--- config.mk ---
export PLATFORM = sky130hd
export DESIGN_NAME = nat_cfg
export DESIGN_NICKNAME = d
export VERILOG_FILES = /design/src/nat_port_translation_top_defines.svh /design/src/nat_pkg.sv /design/src/nat_cfg.sv
export SDC_FILE = /design/constraint.sdc
export NUM_CORES = 1
export LEC_CHECK = 0
export BUFFER_PORTS_ARGS = -buffer_cell sky130_fd_sc_hd__buf_2
export CAP_MARGIN = 20
export CORE_MARGIN = 1
export CORE_UTILIZATION = 26
export DETAILED_ROUTE_END_ITERATION = 8
export PLACE_DENSITY = 0.83
export SLEW_MARGIN = 20
export SYNTH_ARGS = -nofsm -noshare
export SYNTH_HDL_FRONTEND = slang
export SYNTH_SLANG_ARGS = --single-unit
--- constraint.sdc ---
create_clock -name aclk -period 1.15 [get_ports aclk]
set_input_delay 0.115 -clock aclk [delete_from_list [all_inputs] [get_ports aclk]]
set_output_delay 0.115 -clock aclk [all_outputs]
set_load 0.03 [all_outputs]
--- src/nat_port_translation_top_defines.svh ---
// ---------------------------------------------------------------------------
// NAT port translation assertion macros
// Shared concurrent assertion forms, clocked on aclk, held off in reset.
// ---------------------------------------------------------------------------
`ifndef NAT_PORT_TRANSLATION_TOP_DEFINES_SVH
`define NAT_PORT_TRANSLATION_TOP_DEFINES_SVH

// condition holds at every edge out of reset
`define NAT_ASSERT_ALWAYS(lbl, cond) \
    lbl: assert property (@(posedge aclk) disable iff (!aresetn) (cond)) \
        else $error("assertion failed");

// trigger in this cycle implies the consequence in the same cycle
`define NAT_ASSERT_SAME(lbl, trig, cons) \
    lbl: assert property (@(posedge aclk) disable iff (!aresetn) (trig) |-> (cons)) \
        else $error("assertion failed");

// trigger in this cycle implies the consequence in the next cycle
`define NAT_ASSERT_NEXT(lbl, trig, cons) \
    lbl: assert property (@(posedge aclk) disable iff (!aresetn) (trig) |=> (cons)) \
        else $error("assertion failed");

`endif

--- src/nat_pkg.sv ---
// ---------------------------------------------------------------------------
// NAT port translation package
// Store sizes, port numbering, mode and status codes shared by the block.
// ---------------------------------------------------------------------------
package nat_pkg;

    localparam int MAP_ENTRIES  = 512;
    localparam int PEER_ENTRIES = 1024;

    localparam int MAP_AW  = $clog2(MAP_ENTRIES);
    localparam int PEER_AW = $clog2(PEER_ENTRIES);
    localparam int MAP_CW  = $clog2(MAP_ENTRIES + 1);
    localparam int PEER_CW = $clog2(PEER_ENTRIES + 1);
    localparam int SCAN_W  = (MAP_CW > PEER_CW) ? MAP_CW : PEER_CW;

    localparam int EP_W    = 48;
    localparam int ENTRY_W = 16 + EP_W;

    localparam int PORT_BASE   = 10000;
    localparam int PORT_STEP   = 100;
    localparam int PORT_LIMIT  = 50000;
    localparam int COUNT_LIMIT = (PORT_LIMIT - PORT_BASE) / PORT_STEP;

    localparam int PADDR_W = 3;
    localparam logic REG_NAT_MODE = 1'b0;

    localparam logic [2:0] MODE_NONE = 3'd0;
    localparam logic [2:0] MODE_FULL = 3'd1;
    localparam logic [2:0] MODE_ADDR = 3'd2;
    localparam logic [2:0] MODE_PORT = 3'd3;
    localparam logic [2:0] MODE_SYM  = 3'd4;

    localparam logic OP_OUT = 1'b0;
    localparam logic OP_IN  = 1'b1;

    localparam logic [1:0] STATUS_OK      = 2'd0;
    localparam logic [1:0] STATUS_REFUSED = 2'd1;
    localparam logic [1:0] STATUS_EXHAUST = 2'd2;
    localparam logic [1:0] STATUS_PEERFUL = 2'd3;

    typedef struct packed {
        logic [2:0] nat_mode;
    } nat_cfg_t;

    // external port of mapping slot idx
    function automatic logic [15:0] port_of(input logic [SCAN_W-1:0] idx);
        logic [31:0] p;
        p = 32'(PORT_BASE) + 32'(PORT_STEP) * (32'(idx) + 32'd1);
        return p[15:0];
    endfunction

endpackage

--- src/nat_cfg.sv ---
// ---------------------------------------------------------------------------
// NAT configuration register
// APB slave holding the translation mode.
// ---------------------------------------------------------------------------
module nat_cfg (
    input  logic                        aclk,
    input  logic                        aresetn,
    input  logic                        psel,
    input  logic                        penable,
    input  logic                        pwrite,
    input  logic [nat_pkg::PADDR_W-1:0] paddr,
    input  logic [31:0]                 pwdata,
    output logic [31:0]                 prdata,
    output logic                        pready,
    output nat_pkg::nat_cfg_t           cfg
);

    logic [2:0] mode_reg;
    logic [2:0] mode_next;
    logic       wr_hit;

    assign pready = 1'b1;
    assign wr_hit = psel && penable && pwrite && (paddr[2] == nat_pkg::REG_NAT_MODE);

    always_comb begin
        mode_next = mode_reg;
        if (wr_hit) begin
            mode_next = pwdata[2:0];
        end
    end

    always_ff @(posedge aclk) begin
        if (!aresetn) begin
            mode_reg <= nat_pkg::MODE_NONE;
        end else begin
            mode_reg <= mode_next;
        end
    end

    assign prdata = (paddr[2] == nat_pkg::REG_NAT_MODE) ? {29'd0, mode_reg} : 32'd0;
    assign cfg.nat_mode = mode_reg;

endmodule

==> metrics, run 1 <==
Top Family by Delay on Critical Path flip-flops; Tcrit/Tclk final 88.9%; CTS tree yes; DRC Markers 0; GR peak layer met2; final wirelength 495 µm; CTS Buf Count 3; Worst Setup Start Kind register; Synth Register Bits 3; GRT Total Usage 6.45%; drt via density 3.13; number of global-route vias before repair 155; CP Launch Point cfg[1]; Crit Path Category reg2out; final setup fails 0; post-synthesis simple-gate area fraction 15.2%; commonest non-fill, non-tap cell in the layout conb_1; Final HPWL DP 447 µm; Layout Nets 105; Leak 0.000241 µW; hold buffers post-CTS 0; Site Rows 13; first-pass GRT wire length 600 µm; Ys Warns 0; Die Ht 40.6 µm; status finished, final reports clean; sequential area share after synthesis 15.5%; Worst EP required 1030 ps; layout cell share with drive strength beyond 1 31.3%; reg-to-reg startpoint cfg[2]; worst reg-to-reg setup slack 560 ps; pin count of the biggest net entering global routing 7; Sw Ratio 43.8%; Combinational Power Share 36.3%; Max stage delay on crit path 340 ps; Routability Congestion 0.487; Slew Limit Fails 0; vias post-DR 247; worst r2r path cells 2; Clock Sinks 3; Post-DRT Antenna Nets 0; I/O pins 76; crit-path max FO 3; Cells after Synth 49; grt total ovfl 0; grt met3 use 1.67%; highest-count cells in the layout ignoring fill and taps conb_1 (30), buf_2 (14), nand2_1 (6); Worst Setup EP prdata[1]; RSZ-0062 raised after global routing false; reg2reg end cfg[2]; per-cell routed wire length 6.27 µm; initial antenna violation count 0; Synth Area in Compound Gates 0%; CP endpoint kind output pin; top post-synthesis cells by area buf_4 (58%), dfxtp_1 (16%), mux2i_1 (7.8%); Synth cell types 8; Root Buffer clkbuf_4; max reg flops 3; Starting Density 28.6%; Mapped Area 387 µm²; core area 1350 µm²; post-synthesis adder-cell area fraction 0%; Die Area 1650 µm²; critical path arrival 910 ps; DRT iter0 DRCs 0; final setup margin 127 ps; worst path bufs/invs 1; post-CTS resize count 0; Post-CTS Setup Bufs 0; Levels on crit path 2; Max stage delay cell, worst path dfxtp_1; clock power share 39.7%; Place WS 274 ps; CTS Buffer Depth 2; First-pass DRT Iterations 1; combinational family with the most area after synthesis buffers and inverters; PortBufs 14; Hold Fails Final Rpt 0; M1 GR Usage 5.19%; synthesis-to-finish area growth -2.59%; Fmax 0.978 GHz; Hold Path Class in2reg; Peak VDD IR 0.388 mV; setup TNS 0 ps; Power Total 452 µW; leading area contributor after synthesis buf_4; Max-cap violations 0; post-route minimum period 1020 ps; H-tree Lvls 1; Psw 198 µW; worst skew pair latency 230 ps; worst-path cell chain and2b_2 -> buf_2; Power Dens Cells 1200 nW/µm²; multiplexer share of the synthesized area 7.77%; Seq pwr share 24.1%; Worst Skew 0 ps; met2 Resource Use GR 10.3%; internal power 254 µW; Reg clk slew, reported paths 30 ps; Synth top area share 58.3%; ANT cells 0; Mean Syn Cell Area 7.89 µm²; die width 40.6 µm; post-synthesis xor/xnor area fraction 0%
[cells by family (layout without fill, tap and decap cells)]
group | Yosys count | in the layout
buffers and inverters | 31 | 18
multiplexers | 3 | 3
AND/OR/NAND/NOR | 10 | 10
flip-flops | 3 | 3
other | 2 | 30
[metrics by stage]
step                      hold slack (ps)  utilization [%]  cells  area (µm²)
final                                 131             27.9     79         377
after global routing                  135             27.9     79         377
after CTS                             124             27.9     79         377
after detailed placement              369             26.0     75         350
after global placement                369             26.0     75         350
after floorplan                       257                -     77         492
[worst min-delay path, cell delays in order]
cell and delay (ps):
buf_2 90, nand2_1 40, mux2i_1 50
[cell type report]
type                            instances  area [µm²]
Clock buffer                            4        26.3
Fill cell                             160         973
Multi-Input combinational cell         43         201
Timing Repair Buffer                   14        70.1
Tap cell                               15        18.8
Sequential cell                         3        60.1
[per-layer routing]
layer | vias up | wire length [µm] | part of all wire, %
met3 | 0 | 68 | 14
met2 | 28 | 234 | 47
li1 | 118 | - | -
met1 | 101 | 192 | 39
met4 | 0 | 0 | 0
met5 | - | 0 | 0
[power groups by stage]
stage          sequential (µW)  clock [µW]  combinational [µW]
2_1_floorplan              114           0                 218
3_3_place_gp               110           0                 162
3_5_place_dp               111           0                 163
4_1_cts                    109         190                 163
5_1_grt                    109         193                 178
6_report                   109         179                 164
[worst min path at each step]
stage | startpoint | endpoint | cells after the start
after floorplan | pwdata[0] | cfg[0] | 2
after global placement | pwdata[1] | cfg[1] | 3
after detailed placement | pwdata[1] | cfg[1] | 3
after CTS | pwdata[1] | cfg[1] | 3
after global routing | pwdata[1] | cfg[1] | 3
final | pwdata[1] | cfg[1] | 3
[synthesized netlist by cell type]
cell     number
and2b_2       3
and4b_1       1
buf_2         1
buf_4        30
conb_1        2
dfxtp_1       3
mux2i_1       3
nand2_1       6
Note: power is estimated with default switching activity, not from simulation.
==> inputs of run 2 (changes only) <==
==> constraint.sdc (replaced) <==
create_clock -name aclk -period 1.15 [get_ports aclk]
set_input_delay 0.23 -clock aclk [delete_from_list [all_inputs] [get_ports aclk]]
set_output_delay 0.23 -clock aclk [all_outputs]
set_load 0.03 [all_outputs]
==> run 2 against run 1 <==
Compared with the run above: core utilization increased by 1.3 points; critical endpoint is now prdata[0]; sequential cell count unchanged; final cell count unchanged; clock power about the same; non-clock buffer count unchanged; die area unchanged; first-iteration DRC count unchanged; final area increased by 4.7%; combinational power about the same; sequential power about the same.
==> metrics, run 2 (synthesis gave the netlist of run 1 again) <==
status finished, final reports clean; final wirelength 499 µm (+0.81%); DRC Markers 0 (unchanged); vias post-DR 244 (-1.2%); Site Rows 13 (unchanged); crit-path max FO 3 (unchanged); Reg clk slew, reported paths 40 ps (about the same); layout cell share with drive strength beyond 1 34.4% (+3.1 points); reg-to-reg startpoint cfg[1]; final setup margin 34.0 ps (-93.1 ps); hold buffers post-CTS 0 (unchanged); Psw 198 µW (+0.14%); Die Area 1650 µm² (unchanged); drt via density 3.09 (-1.2%); ANT cells 0 (unchanged); Tcrit/Tclk final 97.0% (+8.1 points); grt total ovfl 0 (unchanged); GRT Total Usage 6.45% (unchanged); Final HPWL DP 447 µm (unchanged); reg2reg end cfg[1]; initial antenna violation count 0 (unchanged); First-pass DRT Iterations 1 (unchanged); Peak VDD IR 0.408 mV (+5.2%); Fmax 0.896 GHz (-8.3%); Die Ht 40.6 µm (unchanged); Power Dens Cells 1150 nW/µm² (-4.1%); pin count of the biggest net entering global routing 7 (unchanged); Sw Ratio 43.6% (-0.11 points); setup TNS 0 ps (unchanged); Worst Skew 0 ps (unchanged); PortBufs 14 (unchanged); Hold Fails Final Rpt 0 (unchanged); Layout Nets 105 (unchanged); Clock Sinks 3 (unchanged); clock power share 39.5% (-0.2 points); critical path arrival 890 ps (-20 ps); CP Launch Point cfg[0]; worst r2r path cells 2 (unchanged); Crit Path Category reg2out; Seq pwr share 24.0% (about the same); I/O pins 76 (unchanged); die width 40.6 µm (unchanged); final instance area 394 µm² (+4.7%); per-cell routed wire length 6.32 µm (+0.81%); commonest non-fill, non-tap cell in the layout conb_1; Root Buffer clkbuf_4; core area 1350 µm² (unchanged); Combinational Power Share 36.5% (+0.2 points); Layout fillers 163 (+1.9%); max reg flops 3 (unchanged); CTS Buffer Depth 2 (unchanged); CTS Buf Count 3 (unchanged); first-pass GRT wire length 600 µm (unchanged); Routability Congestion 0.487 (unchanged); Max-cap violations 0 (unchanged); final setup fails 0 (unchanged); highest-count cells in the layout ignoring fill and taps conb_1 (30), buf_2 (11), nand2_1 (6); Worst EP required 920 ps (-110 ps); Hold Path Class in2reg; DRT iter0 DRCs 0 (unchanged); Place WS 159 ps (-115 ps); Post-DP Area 350 µm² (unchanged); Starting Density 28.6% (unchanged); H-tree Lvls 1 (unchanged); Slew Limit Fails 0 (unchanged); post-route minimum period 1120 ps (+93.1 ps); Worst Setup EP prdata[0]; synthesis-to-finish area growth 1.94%; worst reg-to-reg setup slack 580 ps (+20 ps); internal power 256 µW (+0.60%); worst skew pair latency 230 ps (about the same); Post-DRT Antenna Nets 0 (unchanged); CTS tree yes; Worst Setup Start Kind register; RSZ-0062 raised after global routing false; Min Hold Slack 245 ps (+113 ps); number of global-route vias before repair 155 (unchanged); CP endpoint kind output pin; Leak 0.000243 µW (+0.86%)
[run 2: cell count changes in the layout (fill, tap and decap cells not counted)]
cell and change:
dfxtp_2 +2, dfxtp_1 -2, buf_4 +1, buf_6 +2
buf_2 -3
[run 2: timing repair]
action                     CTS  global route
setup endpoints to repair    3             3
resized for setup            3             4
cloned                       0             0
buffers inserted             0             0
[run 2: area by class of cell]
cell class                 count  area (µm²)  area share, %
multi-input combinational     43         201           51.1
timing repair buffer          14        85.1           21.6
sequential                     3        62.6           15.9
clock buffer                   4        26.3           6.67
tap                           15        18.8           4.76
[run 2: worst max-delay path, cell delays in order, from the launching register on]
cell and delay, ps:
dfxtp_2 320, and2b_2 180, buf_4 160
[run 2: worst min path at each step]
stage / cells after the start / start / slack (ps) / endpoint
finish: 3 / pwdata[0] / 240 / cfg[0]
global route: 3 / pwdata[1] / 250 / cfg[1]
CTS: 3 / pwdata[1] / 240 / cfg[1]
detailed placement: 2 / cfg[1] / 480 / cfg[1]
global placement: 2 / cfg[0] / 470 / cfg[0]
floorplan: 2 / pwdata[0] / 370 / cfg[0]
[run 2: per-layer routing]
| layer | GRT usage (%) | part of all wire (%) | vias up |
|---|---|---|---|
| met5 | 0 | 0 | - |
| met4 | 10.0 | 0 | 0 |
| met3 | 1.67 | 13 | 0 |
| met2 | 10.3 | 48 | 28 |
| met1 | 5.19 | 39 | 98 |
| li1 | - | - | 118 |
[run 2: power by group through the flow]
stage	sequential [µW]	clock (µW)	combinational [µW]
floorplan	114	0	218
global placement	110	0	162
detailed placement	111	0	163
CTS	109	190	164
global route	110	193	180
finish	109	179	166
[run 2: through the flow]
step / power, µW / util, % / std cells
finish: 454 / 29.2 / 79
global route: 482 / 29.2 / 79
CTS: 463 / 28.5 / 79
detailed placement: 273 / 26.0 / 75
global placement: 272 / 26.0 / 75
floorplan: 333 / - / 77
